<file path="config.mk">
export PLATFORM = sky130hd
export DESIGN_NAME = multi_channel_derating_coefficient_unit
export DESIGN_NICKNAME = d
export VERILOG_FILES = /design/src/rtl/mcdcu_pkg.sv /design/src/rtl/mcdcu_front.sv /design/src/rtl/mcdcu_queue.sv /design/src/rtl/mcdcu_back.sv /design/src/rtl/multi_channel_derating_coefficient_unit.sv
export VERILOG_INCLUDE_DIRS = /design/src /design/src/rtl
export SDC_FILE = /design/constraint.sdc
export NUM_CORES = 1
export LEC_CHECK = 0
export CORE_UTILIZATION = 35
export CTS_BUF_LIST = sky130_fd_sc_hd__clkbuf_4
export DETAILED_ROUTE_END_ITERATION = 8
export DONT_BUFFER_PORTS = 1
export PLACE_DENSITY = 0.59
export SYNTH_ARGS = -nofsm -noshare
export SYNTH_HDL_FRONTEND = slang
export SYNTH_HIERARCHICAL = 1
export SYNTH_SLANG_ARGS = --single-unit
</file>
<file path="constraint.sdc">
create_clock -name clk_i -period 7 [get_ports clk_i]
set_clock_uncertainty 0.05 [all_clocks]
set_input_delay 0.7 -clock clk_i [delete_from_list [all_inputs] [get_ports clk_i]]
set_output_delay 0.7 -clock clk_i [all_outputs]
set_load 0.05 [all_outputs]
</file>
<file path="src/rtl/assert_macros.svh">
// Assertion macros shared by the RTL of the derating coefficient unit.
// No dependencies; included by the files that carry concurrent assertions.
`ifndef ASSERT_MACROS_SVH
`define ASSERT_MACROS_SVH

// The consequent must hold in the same cycle as the antecedent.
`define ASSERT_IMPLIES(label, clk, rst_n, ante, cons) \
  label: assert property (@(posedge clk) disable iff (!(rst_n)) (ante) |-> (cons)) \
    else $error("implication assertion failed");

// The expression must never be true outside reset.
`define ASSERT_NEVER(label, clk, rst_n, expr) \
  label: assert property (@(posedge clk) disable iff (!(rst_n)) !(expr)) \
    else $error("never assertion failed");

`endif

</file>
<file path="src/rtl/mcdcu_pkg.sv">
// Package of the multi-channel derating coefficient unit: constants, register
// codes and the transaction structs shared by all modules. No dependencies.
package mcdcu_pkg;

  localparam int unsigned CHANNELS    = 8;
  localparam int unsigned MASK_W      = 8;
  localparam int unsigned LEVEL_W     = 16;
  localparam int unsigned Q_SHIFT     = 15;
  localparam int unsigned CNT_W       = 4;
  localparam int unsigned QUEUE_DEPTH = 2;
  localparam int unsigned CFG_IDX_W   = 2;
  localparam int unsigned CFG_DATA_W  = 16;

  localparam logic [LEVEL_W-1:0] FULL_SCALE = 16'h8000;

  typedef enum logic [CFG_IDX_W-1:0] {
    REG_ENABLE_MASK = 2'd0,
    REG_INVERT_MASK = 2'd1,
    REG_RISE_STEP   = 2'd2
  } cfg_reg_e;

  typedef struct packed {
    logic [2:0]         channel;
    logic [LEVEL_W-1:0] sample;
    logic [LEVEL_W-1:0] upper_limit;
    logic [LEVEL_W-1:0] lower_limit;
    logic               last_channel;
  } in_t;

  typedef struct packed {
    logic [LEVEL_W-1:0] channel_level;
    logic [LEVEL_W-1:0] coefficient;
    logic               coefficient_valid;
  } out_t;

  // Classified item as it waits between the front and the back.
  typedef struct packed {
    logic               enabled;
    logic               inverted;
    logic               direct;    // level before inversion is full scale
    logic               last;
    logic [LEVEL_W-1:0] delta;
    logic [LEVEL_W-1:0] span;
  } work_t;

  typedef struct packed {
    logic full;
    logic empty;
  } q_status_t;

endpackage

</file>
<file path="src/rtl/mcdcu_front.sv">
// Front of the derating coefficient unit: accepts input transactions and
// classifies them for the divider. Depends on mcdcu_pkg.
module mcdcu_front (
  input  logic                        push_i,
  input  mcdcu_pkg::in_t              in_data_i,
  input  logic [mcdcu_pkg::MASK_W-1:0] enable_mask_i,
  input  logic [mcdcu_pkg::MASK_W-1:0] invert_mask_i,
  input  mcdcu_pkg::q_status_t        q_status_i,
  output logic                        q_push_o,
  output mcdcu_pkg::work_t            work_o
);
  import mcdcu_pkg::*;

  logic               chan_ok;
  logic               enabled;
  logic [LEVEL_W-1:0] span;
  logic [LEVEL_W-1:0] delta;
  logic               bad_span;

  assign q_push_o = push_i && !q_status_i.full;

  assign chan_ok  = 32'(in_data_i.channel) < CHANNELS;
  assign enabled  = chan_ok && enable_mask_i[in_data_i.channel];
  assign bad_span = in_data_i.upper_limit <= in_data_i.lower_limit;
  assign span     = in_data_i.upper_limit - in_data_i.lower_limit;

  always_comb begin
    delta = '0;
    if (in_data_i.sample > in_data_i.lower_limit) begin
      delta = in_data_i.sample - in_data_i.lower_limit;
    end
  end

  // A sample at or above the upper limit maps straight to full scale, so the
  // divider only ever sees a delta below the span.
  always_comb begin
    work_o.enabled  = enabled;
    work_o.inverted = enabled && invert_mask_i[in_data_i.channel];
    work_o.direct   = !enabled || bad_span || (delta >= span);
    work_o.last     = in_data_i.last_channel;
    work_o.delta    = delta;
    work_o.span     = span;
  end

endmodule

</file>
<file path="src/rtl/mcdcu_queue.sv">
// Short queue between the front and the back of the derating coefficient unit.
// Depends on mcdcu_pkg.
module mcdcu_queue #(
  parameter int unsigned Depth = mcdcu_pkg::QUEUE_DEPTH
) (
  input  logic                 clk_i,
  input  logic                 rst_ni,
  input  logic                 push_i,
  input  mcdcu_pkg::work_t     data_i,
  input  logic                 pop_i,
  output mcdcu_pkg::work_t     data_o,
  output mcdcu_pkg::q_status_t status_o
);
  import mcdcu_pkg::*;

  localparam int unsigned PtrW   = $clog2(Depth);
  localparam int unsigned CountW = $clog2(Depth + 1);

  work_t             mem_q [Depth];
  logic [PtrW-1:0]   wr_ptr_q, wr_ptr_d;
  logic [PtrW-1:0]   rd_ptr_q, rd_ptr_d;
  logic [CountW-1:0] count_q, count_d;
  logic              do_push, do_pop;

  assign status_o.full  = count_q == CountW'(Depth);
  assign status_o.empty = count_q == '0;
  assign do_push = push_i && !status_o.full;
  assign do_pop  = pop_i && !status_o.empty;
  assign data_o  = mem_q[rd_ptr_q];

  always_comb begin
    wr_ptr_d = wr_ptr_q;
    rd_ptr_d = rd_ptr_q;
    count_d  = count_q;
    if (do_push) begin
      wr_ptr_d = (wr_ptr_q == PtrW'(Depth - 1)) ? '0 : wr_ptr_q + 1'b1;
    end
    if (do_pop) begin
      rd_ptr_d = (rd_ptr_q == PtrW'(Depth - 1)) ? '0 : rd_ptr_q + 1'b1;
    end
    if (do_push && !do_pop) begin
      count_d = count_q + 1'b1;
    end else if (do_pop && !do_push) begin
      count_d = count_q - 1'b1;
    end
  end

  always_ff @(posedge clk_i or negedge rst_ni) begin
    if (!rst_ni) begin
      wr_ptr_q <= '0;
      rd_ptr_q <= '0;
      count_q  <= '0;
    end else begin
      wr_ptr_q <= wr_ptr_d;
      rd_ptr_q <= rd_ptr_d;
      count_q  <= count_d;
    end
  end

  always_ff @(posedge clk_i) begin
    if (do_push) begin
      mem_q[wr_ptr_q] <= data_i;
    end
  end

endmodule

</file>
<file path="src/rtl/mcdcu_back.sv">
// Back of the derating coefficient unit: serial divider, running minimum,
// rate limiter and the result register. Depends on mcdcu_pkg.
module mcdcu_back (
  input  logic                          clk_i,
  input  logic                          rst_ni,
  input  mcdcu_pkg::work_t              work_i,
  input  mcdcu_pkg::q_status_t          q_status_i,
  output logic                          q_pop_o,
  input  logic [mcdcu_pkg::LEVEL_W-1:0] rise_step_i,
  input  logic                          pop_i,
  output logic                          empty_o,
  output mcdcu_pkg::out_t               out_data_o
);
  import mcdcu_pkg::*;

  localparam logic [1:0] ST_IDLE = 2'd0;
  localparam logic [1:0] ST_DIV  = 2'd1;
  localparam logic [1:0] ST_FIN  = 2'd2;

  logic [1:0]         state_q, state_d;
  logic [CNT_W-1:0]   cnt_q, cnt_d;
  logic               out_valid_q, out_valid_d;
  logic [LEVEL_W-1:0] run_min_q, run_min_d;
  logic [LEVEL_W-1:0] prev_coeff_q, prev_coeff_d;

  work_t              work_q, work_d;
  logic [LEVEL_W:0]   rem_q, rem_d;
  logic [LEVEL_W-1:0] quo_q, quo_d;
  out_t               out_q, out_d;

  logic [LEVEL_W:0]   rem_sh;
  logic               fire;
  logic [LEVEL_W-1:0] level;
  logic [LEVEL_W-1:0] new_min;
  logic [LEVEL_W:0]   ceiling;
  logic [LEVEL_W-1:0] coeff;

  assign empty_o    = !out_valid_q;
  assign out_data_o = out_q;
  assign q_pop_o    = (state_q == ST_IDLE) && !q_status_i.empty;
  assign fire       = (state_q == ST_FIN) && (!out_valid_q || pop_i);
  assign rem_sh     = {rem_q[LEVEL_W-1:0], 1'b0};

  always_comb begin
    level = work_q.direct ? FULL_SCALE : quo_q;
    if (work_q.inverted) begin
      level = FULL_SCALE - level;
    end
    new_min = run_min_q;
    if (work_q.enabled && (level < run_min_q)) begin
      new_min = level;
    end
    // The sum is one bit wider so that the limit compare cannot wrap.
    ceiling = {1'b0, prev_coeff_q} + {1'b0, rise_step_i};
    coeff   = ({1'b0, new_min} > ceiling) ? ceiling[LEVEL_W-1:0] : new_min;
  end

  always_comb begin
    state_d      = state_q;
    cnt_d        = cnt_q;
    out_valid_d  = out_valid_q;
    run_min_d    = run_min_q;
    prev_coeff_d = prev_coeff_q;
    work_d       = work_q;
    rem_d        = rem_q;
    quo_d        = quo_q;
    out_d        = out_q;

    if (pop_i && out_valid_q) begin
      out_valid_d = 1'b0;
    end

    unique case (state_q)
      ST_IDLE: begin
        if (q_pop_o) begin
          work_d = work_i;
          rem_d  = {1'b0, work_i.delta};
          quo_d  = '0;
          cnt_d  = '0;
          state_d = work_i.direct ? ST_FIN : ST_DIV;
        end
      end
      ST_DIV: begin
        // Restoring division, one quotient bit per cycle.
        if (rem_sh >= {1'b0, work_q.span}) begin
          rem_d = rem_sh - {1'b0, work_q.span};
          quo_d = {quo_q[LEVEL_W-2:0], 1'b1};
        end else begin
          rem_d = rem_sh;
          quo_d = {quo_q[LEVEL_W-2:0], 1'b0};
        end
        cnt_d = cnt_q + 1'b1;
        if (cnt_q == CNT_W'(Q_SHIFT - 1)) begin
          state_d = ST_FIN;
        end
      end
      ST_FIN: begin
        if (fire) begin
          out_valid_d = 1'b1;
          out_d.channel_level     = level;
          out_d.coefficient       = '0;
          out_d.coefficient_valid = work_q.last;
          run_min_d = new_min;
          if (work_q.last) begin
            out_d.coefficient = coeff;
            prev_coeff_d      = coeff;
            run_min_d         = FULL_SCALE;
          end
          state_d = ST_IDLE;
        end
      end
      default: begin
        state_d = ST_IDLE;
      end
    endcase
  end

  always_ff @(posedge clk_i or negedge rst_ni) begin
    if (!rst_ni) begin
      state_q      <= ST_IDLE;
      cnt_q        <= '0;
      out_valid_q  <= 1'b0;
      run_min_q    <= FULL_SCALE;
      prev_coeff_q <= '0;
    end else begin
      state_q      <= state_d;
      cnt_q        <= cnt_d;
      out_valid_q  <= out_valid_d;
      run_min_q    <= run_min_d;
      prev_coeff_q <= prev_coeff_d;
    end
  end

  always_ff @(posedge clk_i) begin
    work_q <= work_d;
    rem_q  <= rem_d;
    quo_q  <= quo_d;
    out_q  <= out_d;
  end

endmodule

</file>
<file path="src/rtl/multi_channel_derating_coefficient_unit.sv">
// Multi-channel derating coefficient unit: top level with the register file.
// Depends on mcdcu_pkg, mcdcu_front, mcdcu_queue, mcdcu_back, assert_macros.svh.
//
// Each input transaction gives one channel's Q15 level, and the transaction
// marked last also gives the rate-limited coefficient. An enabled channel with a
// positive range and a sample below its upper limit is taken from the queue, goes
// through the radix-2 serial divider (one quotient bit per cycle) and is finished
// once the result register is free; others skip the divider. The front accepts
// transactions while the back is dividing, until the queue of QueueDepth entries
// is full. Registers are written through the always-ready configuration channel;
// the user must write them only while the unit is idle; the block does not check.
`include "assert_macros.svh"

module multi_channel_derating_coefficient_unit #(
  parameter int unsigned QueueDepth = mcdcu_pkg::QUEUE_DEPTH
) (
  input  logic                              clk_i,
  input  logic                              rst_ni,
  input  logic                              push,
  output logic                              full,
  input  mcdcu_pkg::in_t                    in_data_i,
  output logic                              empty,
  input  logic                              pop,
  output mcdcu_pkg::out_t                   out_data_o,
  input  logic                              cfg_valid_i,
  output logic                              cfg_ready_o,
  input  logic [mcdcu_pkg::CFG_IDX_W-1:0]   cfg_index_i,
  input  logic [mcdcu_pkg::CFG_DATA_W-1:0]  cfg_data_i
);
  import mcdcu_pkg::*;

  logic [MASK_W-1:0]  enable_mask_q, enable_mask_d;
  logic [MASK_W-1:0]  invert_mask_q, invert_mask_d;
  logic [LEVEL_W-1:0] rise_step_q, rise_step_d;

  q_status_t q_status;
  work_t     front_work;
  work_t     queue_work;
  logic      q_push;
  logic      q_pop;

  assign cfg_ready_o = 1'b1;
  assign full        = q_status.full;

  always_comb begin
    enable_mask_d = enable_mask_q;
    invert_mask_d = invert_mask_q;
    rise_step_d   = rise_step_q;
    if (cfg_valid_i) begin
      unique case (cfg_index_i)
        REG_ENABLE_MASK: enable_mask_d = cfg_data_i[MASK_W-1:0];
        REG_INVERT_MASK: invert_mask_d = cfg_data_i[MASK_W-1:0];
        REG_RISE_STEP:   rise_step_d   = cfg_data_i[LEVEL_W-1:0];
        default: begin
          rise_step_d = rise_step_q;
        end
      endcase
    end
  end

  always_ff @(posedge clk_i or negedge rst_ni) begin
    if (!rst_ni) begin
      enable_mask_q <= '0;
      invert_mask_q <= '0;
      rise_step_q   <= FULL_SCALE;
    end else begin
      enable_mask_q <= enable_mask_d;
      invert_mask_q <= invert_mask_d;
      rise_step_q   <= rise_step_d;
    end
  end

  mcdcu_front u_front (
    .push_i        (push),
    .in_data_i     (in_data_i),
    .enable_mask_i (enable_mask_q),
    .invert_mask_i (invert_mask_q),
    .q_status_i    (q_status),
    .q_push_o      (q_push),
    .work_o        (front_work)
  );

  mcdcu_queue #(
    .Depth (QueueDepth)
  ) u_queue (
    .clk_i    (clk_i),
    .rst_ni   (rst_ni),
    .push_i   (q_push),
    .data_i   (front_work),
    .pop_i    (q_pop),
    .data_o   (queue_work),
    .status_o (q_status)
  );

  mcdcu_back u_back (
    .clk_i       (clk_i),
    .rst_ni      (rst_ni),
    .work_i      (queue_work),
    .q_status_i  (q_status),
    .q_pop_o     (q_pop),
    .rise_step_i (rise_step_q),
    .pop_i       (pop),
    .empty_o     (empty),
    .out_data_o  (out_data_o)
  );

  // Levels and coefficients never exceed full scale, and a coefficient is only
  // reported on the transaction that closes a round.
  `ASSERT_IMPLIES(a_level_range, clk_i, rst_ni, !empty, out_data_o.channel_level <= FULL_SCALE)
  `ASSERT_IMPLIES(a_coeff_range, clk_i, rst_ni, !empty, out_data_o.coefficient <= FULL_SCALE)
  `ASSERT_IMPLIES(a_coeff_zero, clk_i, rst_ni, !empty && !out_data_o.coefficient_valid,
                  out_data_o.coefficient == '0)
  `ASSERT_NEVER(a_pop_from_empty, clk_i, rst_ni, q_pop && q_status.empty)

endmodule

</file>
* Word level (Yosys, flattened, before mapping)
Memories as Yosys holds them, arrays and structs flattened.
Index checks and enable logic that the tools add are counted.
** Word-level totals
- Output and inout bits :: 36
- Input bits :: 75
- Memory bits (writable) :: 72
- Memories :: 1
- Register bits after elaboration :: 160
- Logic and storage cells :: 112
** Cells by class
- Reductions and logical operators :: 32
- Mux-type cells :: 32
- Add/sub/neg operators :: 10
- $lt $le $gt $ge :: 7
- Eq/ne operators :: 9
** Memory list
- u_queue.mem_q :: depth 2, width 36, read ports 1, clocked after memory_dff 0, write ports 1, line mcdcu_queue.sv:19 : work_t mem_q [Depth];
** Operators with widths (count)
- $mux W16 :: 9
- $pmux W16 S2 :: 2
- $sub A16 B16 Y16 :: 3
- $add A16 B16 Y17 :: 1
- $ge A17 B16 Y1 :: 1
- $gt A16 B17 Y1 :: 1
- $ge A16 B16 Y1 :: 1
- $gt A16 B16 Y1 :: 1
- $le A16 B16 Y1 :: 1
- $lt A16 B16 Y1 :: 1
- $sub A16 B16 Y16 const A :: 1
- $mux W2 :: 6
- $reduce_and A2 Y1 :: 6
- $logic_and A1 B1 Y1 :: 10
- $mux W1 :: 10
- $pmux W4 S2 :: 1
- $bmux W1 S3 :: 2
- $eq A2 B2 Y1 const B :: 3
- $logic_not A1 Y1 :: 6
- $logic_not A2 Y1 :: 3
- $pmux W2 S3 :: 1
- $reduce_and A3 Y1 :: 2
- $add A4 B1 Y4 const B :: 1
- $eq A2 B1 Y1 const B :: 2
- 10 further kinds :: 15

* Depth between registers and ports, before layout
Gate-level depths: netlist of the first run.
- Depth in word-level cells :: 8
- Depth in mapped cells :: 26
- Depth with buffers taken out :: 22

* By module
The synthesis of the first run kept the hierarchy.
** By module, submodules not included
- mcdcu_back :: instances 1, sequential area each 3529.6 µm², area an instance 7993.9 µm², cells each 798
- mcdcu_queue :: instances 1, sequential area each 2262.2 µm², area an instance 2944.1 µm², cells each 131
- mcdcu_front :: instances 1, sequential area each 0.0 µm², area an instance 2333.5 µm², cells each 324
- multi_channel_derating_coefficient_unit :: instances 1, sequential area each 802.0 µm², area an instance 1234.9 µm², cells each 70

* Least setup slack after synthesis of the first run
Ideal clock, no wire load.
- Kind :: register -> register
- Start point :: reg u_back/work_q[33] (netlist name)
- End point :: reg u_back.out_q, in the netlist u_back/out_data_o[10] (data pin)
- Data required time :: 6695 ps
- Path buffers :: 3
- Slack :: 1676 ps
- Library setup time :: 255 ps
- Cell stages (with the launch flop) :: 25
- Clock period less this slack :: 5324 ps
- Arrival :: 5018 ps
- Path through :: edfxtp_1 clkbuf_1 nand2b_1 ha_1 o21ai_0 o21ai_0 a21oi_1 o22ai_1 ha_1 nand2_1 o21ai_0 nor3_1 a21oi_2 or3_1 a21boi_4 ha_1 a21o_1 a211oi_1 o21ai_0 o31ai_2 or2_1 buf_4 buf_6 o221ai_2 and3_1
** On the way
- Cells in the longest elaborated chain, start to end :: 8
** Ends and longest elaborated chain
- start, declared :: line mcdcu_back.sv:26 : work_t work_q, work_d;
- start signal, assigned :: line mcdcu_back.sv:135 : work_q <= work_d;
- $mux W16 * :: line mcdcu_back.sv:45 : level = work_q.direct ? FULL_SCALE : quo_q;
- $sub A16 B16 Y16 :: line mcdcu_back.sv:47 : level = FULL_SCALE - level;
- $mux W16 * :: line mcdcu_back.sv:46 : if (work_q.inverted) begin
- named net u_back.level[10] :: line mcdcu_back.sv:33 : logic [LEVEL_W-1:0] level;
- $lt A16 B16 Y1 :: line mcdcu_back.sv:50 : if (work_q.enabled && (level < run_min_q)) begin
- $logic_and A1 B1 Y1 :: line mcdcu_back.sv:50
- $mux W16 * :: line mcdcu_back.sv:50
- $gt A16 B17 Y1 :: line mcdcu_back.sv:55 : coeff = ({1'b0, new_min} > ceiling) ? ceiling[LEVEL_W-1:0] : new_min;
- $mux W16 * :: line mcdcu_back.sv:55
- end signal, assigned :: line mcdcu_back.sv:138 : out_q <= out_d;
- end, declared :: line mcdcu_back.sv:29 : out_t out_q, out_d;
Mark *: on every way through the listed nets, which the timed path passes. The rest lies on a longest branch.
A chain may end at the register's enable or synchronous reset.

* Worst setup path in the final report of the first run
- Start point :: reg u_back/work_q[33] (netlist name)
- End point :: reg u_back.out_q, in the netlist u_back/out_data_o[12] (data pin)
Same word-level chain as after synthesis.

==> flow_metrics.py, run 1 <==
metrics = {
    "sta": {
        "maxSlewHeadroom_pct": 29.0,
        "clock.fmax_ghz": 0.160,
        "rsz0062_at_grt": "no",
        "finalHoldViolCount": 0,
        "min_period_ps": 6240,
        "tightestPinTransition_ps": 1060,
        "slew_violations": 0,
        "fin_crit_sh_pct": 89.1,
        "setup-tns-final_ps": 0,
        "setup_viol": 0,
    },
    "synth": {
        "synth-seq-cells": 232,
        "synth_adder_area_share_pct": 10.5,
        "syn_avg_cell_area_um2": 11.0,
        "synthArstFlopShare_pct": 32.3,
        "yosysUniqueCellTypes": 94,
        "synth_compound_area_share_pct": 14.4,
        "synthFlopType": "edfxtp_1",
        "synthSimpleGateAreaFrac_pct": 13.3,
        "synth-xor-area-share_pct": 3.62,
        "syn-num-nets": 1517,
        "synthCells": 1323,
        "netlist_area_um2": 14500,
        "synth-edff-count": 157,
        "synthMuxAreaShare_pct": 8.31,
        "synth_top_family_by_area": "compound AO/OA/AOI/OAI gates",
        "yosysWarnings": 6,
        "synth_seq_area_share_pct": 45.5,
    },
    "clock_tree": {
        "clk_pin_slew_ps": 70,
        "clock_sinks": 232,
        "post_cts_buffers": 0,
        "cts-buffers-inserted": 67,
        "root_buffer": "clkbuf_4",
        "cts_buffer_depth": 3,
        "htreeDepth": 3,
        "clock_latency_ps": 670,
        "tritoncts": "built",
    },
    "setup_path": {
        "startpoint_type": "flip-flop",
        "cp_max_fo": 19,
        "reg2reg_depth": 21,
        "worstSetupPathType": "reg -> reg",
        "r2r_start": "u_back/work_q[33]",
        "r2r_slack_ps": 760,
        "required_ps": 7380,
        "critPathArrivalTime_ps": 6620,
        "r2r-end": "u_back/out_data_o[12]",
        "worstSetupEndpointType": "flip-flop",
    },
    "place": {
        "place_congestion": 0.910,
        "dp_hpwl_um": 25400,
        "port_buffers": 0,
        "dp.cells": 1822,
    },
    "pwr": {
        "power_mw": 8.24,
        "power.density_nw_per_um2": 520,
        "vdd_ir_drop_max_uv": 215,
        "leakage_nw": 6.61,
    },
    "hold_path": {
        "hp-class": "in -> reg",
        "min_from": "cfg_data_i[0]",
        "min_path_cells": 1,
        "min_to": "rise_step_q[0]",
    },
    "floorplanning": {
        "fp-row-count": 74,
        "dieWidth_um": 206,
        "start_util_pct": 35.5,
        "die_y_um": 206,
        "boundaryPins": 111,
        "die_area_um2": 42300,
        "core_area_um2": 40800,
    },
    "global_route": {
        "grt_max_degree": 76,
        "grt_pass1_wl_um": 54600,
        "grt_usage_pct": 16.4,
        "grt_pass1_vias": 10300,
        "antenna_found_initial": 1,
        "grt_overflow": 0,
    },
    "run": {
        "max_cap_viol_count": 0,
    },
    "outcome": {
        "status": "complete, no violations",
    },
    "finish": {
        "area_delta_synth_final_pct": 9.10,
        "stdcell_count": 1938,
        "nets": 1556,
        "drive_above_1_share_pct": 16.3,
    },
    "drt": {
        "drc": 0,
        "vias": 10300,
        "drt-pass1-iter-count": 5,
        "ant_nets": 0,
        "viasPerCell": 5.29,
        "initialDrtViolationCount": 566,
        "wl_per_cell_um": 17.6,
        "drt_wl_total_um": 34000,
    },
}
critical path: stages, from the launching register on:
cell and delay [ps]:
edfxtp_1 430, buf_4 220, o21ai_0 550, o21ai_0 320, a21oi_1 190, o22ai_1 190
ha_1 370, nand2_1 50, o21ai_0 200, o21ai_0 170, a21oi_2 560, nor2_2 220
a21oi_1 250, inv_1 70, ha_1 230, a21o_1 190, a211oi_1 210, o21ai_0 180
o31ai_2 300, or2_1 530, a31oi_1 290, and2_1 230
where the power goes:
part / internal, mW / switching, mW / leakage, nW
logic: 1.74 / 2.66 / 3.70
registers: 2.16 / 0.500 / 2.44
clock network: 0.620 / 0.561 / 0.473
Yosys cell counts (all sizes together) (5+ instances only):
cell / n / area, um2
edfxtp: 157 / 4710
ha: 115 / 1440
inv: 93 / 349
o21ai: 84 / 424
nand2: 79 / 297
nor2: 77 / 294
mux2: 76 / 965
dfrtp: 73 / 1830
a21oi: 63 / 319
nand3: 43 / 215
and2: 31 / 194
xnor2: 31 / 272
xor2: 29 / 254
nor3: 28 / 150
clkbuf: 26 / 98.8
a21o: 24 / 180
buf: 20 / 186
a211oi: 18 / 140
a31oi: 17 / 106
nand4: 16 / 100
nor2b: 16 / 100
mux2i: 15 / 150
nand2b: 15 / 93.8
a22o: 14 / 124
and3: 13 / 81.3
o21a: 11 / 82.6
or3: 11 / 83.8
o211ai: 9 / 81.3
nor3b: 8 / 71.3
or2: 8 / 55.1
o31ai: 7 / 62.6
and4: 6 / 52.6
o21bai: 6 / 45.0
a21boi: 5 / 48.8
nor4: 5 / 52.6
o2111ai: 5 / 43.8
o22ai: 5 / 31.3
o31a: 5 / 43.8
o41ai: 5 / 43.8
cells by family (layout without fill, tap and decap cells):
logic type | Yosys count | in the layout
DFF | 232 | 232
xor gates and xnor gates | 60 | 60
AOI/OAI and AO/OA | 311 | 311
and+or+nand+nor | 365 | 365
adders and majority gates | 119 | 119
muxes | 95 | 95
buffers and inverters | 140 | 222
other | 1 | 2
per-stage QoR:
stage	hold slack, ps	setup slack (ps)	cell area [um2]	util (%)
after global placement	356	907	15000	36.7
final	123	760	15800	38.8
after CTS	43.6	721	15800	38.7
after global routing	48.3	172	15800	38.8
after floorplan	354	1680	14500	-
after detailed placement	356	734	15000	36.7
how the worst max path moves through the flow:
stage                 startpoint                     to  cells past startpoint
3_5_place_dp   u_back/work_q[33]  u_back/out_data_o[10]                     22
3_3_place_gp   u_back/work_q[33]  u_back/out_data_o[10]                     23
5_1_grt          u_back/quo_q[0]  u_back/out_data_o[15]                     22
2_1_floorplan  u_back/work_q[33]  u_back/out_data_o[10]                     24
6_report       u_back/work_q[33]  u_back/out_data_o[12]                     21
4_1_cts          u_back/quo_q[0]  u_back/out_data_o[10]                     22
layout make-up:
class,instances,area (um2)
tap,532,666
antenna,1,2.50
sequential,232,6600
timing repair buffer,16,145
fill,3989,25000
inverter,94,353
multi-input combinational,951,7280
clock inverter,17,67.6
clock buffer,95,713
registers in the layout, indices dropped and copies added, names as in the netlist, 2 cells and up:
name,count
invert_mask_q,8
u_back/work_q,20
u_back/rem_q,16
rise_step_q,16
u_back/cnt_q,4
u_back/state_q,2
u_back/run_min_q,16
u_queue/count_q,2
u_back/prev_coeff_q,16
u_queue/mem_q,72
u_back/out_data_o,33
u_back/quo_q,16
enable_mask_q,8
metal layers:
metal / vias to the layer above / global-route usage [%] / share of wire, %
li1: 5014 / - / -
met1: 4928 / 21.4 / 46
met2: 263 / 26.6 / 47
met3: 52 / 3.44 / 4.8
met4: 0 / 5.74 / 2.1
met5: - / 0 / 0
placed cells by master (no fill, tap or decap), types with 5 or more instances in the layout:
cell type / netlist / layout
a211oi_1: 17 / 17
a21o_1: 24 / 24
a21oi_1: 62 / 62
a22o_1: 13 / 13
a31oi_1: 17 / 17
and2_1: 30 / 30
and3_1: 13 / 13
and4_1: 6 / 6
buf_4: 5 / 13
clkbuf_4: 0 / 95
clkinv_1: 1 / 14
dfrtp_1: 73 / 72
edfxtp_1: 157 / 157
ha_1: 115 / 115
inv_1: 93 / 93
mux2_2: 47 / 47
mux2_4: 29 / 29
mux2i_1: 15 / 15
nand2_1: 79 / 79
nand2b_1: 15 / 15
nand3_1: 43 / 43
nand4_1: 16 / 16
nor2_1: 75 / 73
nor2b_1: 16 / 16
nor3_1: 26 / 26
nor3b_1: 7 / 7
o2111ai_1: 5 / 5
o211ai_1: 8 / 8
o21a_1: 11 / 11
o21ai_0: 75 / 75
o21ai_1: 8 / 8
o21bai_1: 6 / 6
o22ai_1: 5 / 5
o31a_1: 5 / 5
o31ai_1: 5 / 5
o41ai_1: 5 / 5
or3_1: 8 / 8
xnor2_1: 31 / 31
xor2_1: 29 / 29
what timing repair did:
item | 4_1_cts | 5_1_grt
hold buffers | 3 | 0
endpoints found under the setup margin | 0 | 1
hold endpoints to repair | 77 | 0
gates resized for setup | 0 | 1
No activity file was read; power rests on OpenSTA's default activity.
==> run 2, diff against run 1 <==
- CAP_MARGIN: default -> 10
- RECOVER_POWER: default -> 50
==> flow_metrics.py, run 2 (synthesized netlist as in run 1, its figures left out) <==
metrics = {
    "setup_path": {
        "worstSetupPathType": "reg -> reg",
        "reg2reg_depth": 20,
        "cp_max_fo": 16,
        "cp_slowest_cell": "nor4_1",
        "r2r_slack_ps": 700,
        "startpoint_type": "flip-flop",
        "required_ps": 7380,
        "worstSetupEndpointType": "flip-flop",
        "critPathArrivalTime_ps": 6680,
        "cp_slowest_stage_delay_ps": 580,
        "r2r-end": "u_back/out_data_o[12]",
        "crit_chain": "or3_1 -> nor4_1 -> a21boi_0 -> xnor2_1 -> nor2_1 -> ha_1 -> and4_1 -> o21ai_0 -> a21oi_2 -> nor2_2 -> a21oi_1 -> inv_1 -> ha_1 -> a21o_1 -> a211oi_1 -> o21ai_0 -> o31ai_2 -> or2_1 -> a31oi_1 -> and2_1",
        "r2r_start": "u_back/quo_q[2]",
    },
    "pwr": {
        "vdd_ir_drop_max_uv": 217,
        "leakage_nw": 6.49,
        "power.density_nw_per_um2": 521,
    },
    "finish": {
        "area_delta_synth_final_pct": 8.14,
        "stdcell_count": 1938,
        "reg.largest.list": "u_queue/mem_q x72, u_back/out_data_o x33, u_back/work_q x20",
        "largest_reg_flops": 72,
        "regMostFlops": "u_queue/mem_q",
        "final_cell_mix": "edfxtp_1 (157), ha_1 (115), clkbuf_4 (95), inv_1 (93), nand2_1 (79)",
        "drive_above_1_share_pct": 14.1,
        "nets": 1556,
        "fill_cells": 4012,
        "final_common_cell": "edfxtp_1",
    },
    "sta": {
        "tightestPinTransition_ps": 4290,
        "slew_violations": 178,
        "maxSlewHeadroom_pct": -186,
        "min_period_ps": 6300,
        "setup-tns-final_ps": 0,
        "rsz0062_at_grt": "no",
        "finalHoldViolCount": 0,
        "worst_hold_slack_ps": 126,
        "setup_viol": 0,
        "fin_crit_sh_pct": 90.0,
        "clock.fmax_ghz": 0.159,
    },
    "floorplanning": {
        "die_area_um2": 42300,
        "die_y_um": 206,
        "fp-row-count": 74,
        "boundaryPins": 111,
        "core_area_um2": 40800,
        "start_util_pct": 35.5,
        "dieWidth_um": 206,
    },
    "place": {
        "dp_hpwl_um": 25400,
        "port_buffers": 0,
        "dp.cells": 1822,
        "place_congestion": 0.910,
    },
    "clock_tree": {
        "root_buffer": "clkbuf_4",
        "cts_buffer_depth": 3,
        "clock_sinks": 232,
        "htreeDepth": 3,
        "tritoncts": "built",
        "post_cts_buffers": 0,
        "clock_latency_ps": 670,
        "clk_pin_slew_ps": 70,
        "cts-buffers-inserted": 67,
    },
    "drt": {
        "initialDrtViolationCount": 628,
        "drt-pass1-iter-count": 5,
        "ant_nets": 0,
        "drt_wl_total_um": 34100,
        "wl_per_cell_um": 17.6,
        "viasPerCell": 5.29,
        "vias": 10200,
        "drc": 0,
    },
    "global_route": {
        "grt_usage_pct": 16.4,
        "grt_overflow": 0,
        "grt_pass1_vias": 10300,
        "grt_pass1_wl_um": 54600,
        "antenna_found_initial": 1,
        "grt_max_degree": 76,
    },
    "outcome": {
        "status": "finished with violations",
        "violations": "capacitance limit, slew limit",
    },
    "hold_path": {
        "min_from": "cfg_data_i[9]",
        "min_path_cells": 1,
        "min_to": "rise_step_q[9]",
        "hp-class": "in -> reg",
    },
    "run": {
        "max_cap_viol_count": 4,
    },
}
## run 2: cell count changes in the layout (fill, tap and decap cells not counted), sizes merged
cell,before,now
clkbuf,95,102
buf,14,7
## run 2: how the worst max path moves through the flow
stage	start	end	slack, ps	cells after the start
detailed placement	u_back/work_q[33]	u_back/out_data_o[10]	730	22
finish	u_back/quo_q[2]	u_back/out_data_o[12]	700	20
global placement	u_back/work_q[33]	u_back/out_data_o[10]	910	23
global route	u_back/quo_q[0]	u_back/out_data_o[15]	170	22
floorplan	u_back/work_q[33]	u_back/out_data_o[10]	1680	24
CTS	u_back/quo_q[0]	u_back/out_data_o[10]	720	22
## run 2: metrics by stage
stage	worst slack, ps	area [um2]	util (%)	power [mW]
after floorplan	1680	14500	-	5.96
after global placement	907	15000	36.7	6.96
after detailed placement	734	15000	36.7	7.04
after CTS	721	15800	38.7	8.29
after global routing	168	15700	38.4	8.89
final	703	15700	38.4	8.17
## run 2: what timing repair did
item	in CTS	in global routing
gates resized for setup	0	1
hold buffers	3	0
endpoints found under the hold margin	77	0
setup endpoints to repair	0	1
## run 2: final cells by class
class                      count  area (um2)  share of cell area [%]
tap                          532         666                    4.24
antenna                        1        2.50                  0.0160
inverter                      94         353                    2.25
clock inverter                17        67.6                   0.431
timing repair buffer          16        98.8                   0.630
sequential                   232        6590                    42.0
multi-input combinational    951        7190                    45.9
clock buffer                  95         713                    4.55
## run 2: metal layers
| layer | GRT usage, % | wire [um] | share of wire [%] | vias up |
|---|---|---|---|---|
| met5 | 0 | 0 | 0 | - |
| met4 | 5.74 | 697 | 2.0 | 0 |
| met3 | 3.44 | 1560 | 4.6 | 52 |
| met2 | 26.6 | 16000 | 47 | 254 |
| met1 | 21.4 | 15900 | 47 | 4920 |
| li1 | - | - | - | 5018 |
## run 2: worst max-delay path: cells and delay by family, from the launching register on
family	cells	cell delay, ps
buffers and inverters	1	70
DFF	1	460
AOI/OAI and AO/OA	9	2340
xor gates and xnor gates	1	180
adders and majority gates	2	430
and+or+nand+nor	7	2560
## run 2: where the power goes
group          switching, mW  total, mW  internal, mW
logic                   2.65       4.33          1.68
registers              0.496       2.66          2.16
clock network          0.556       1.18         0.620
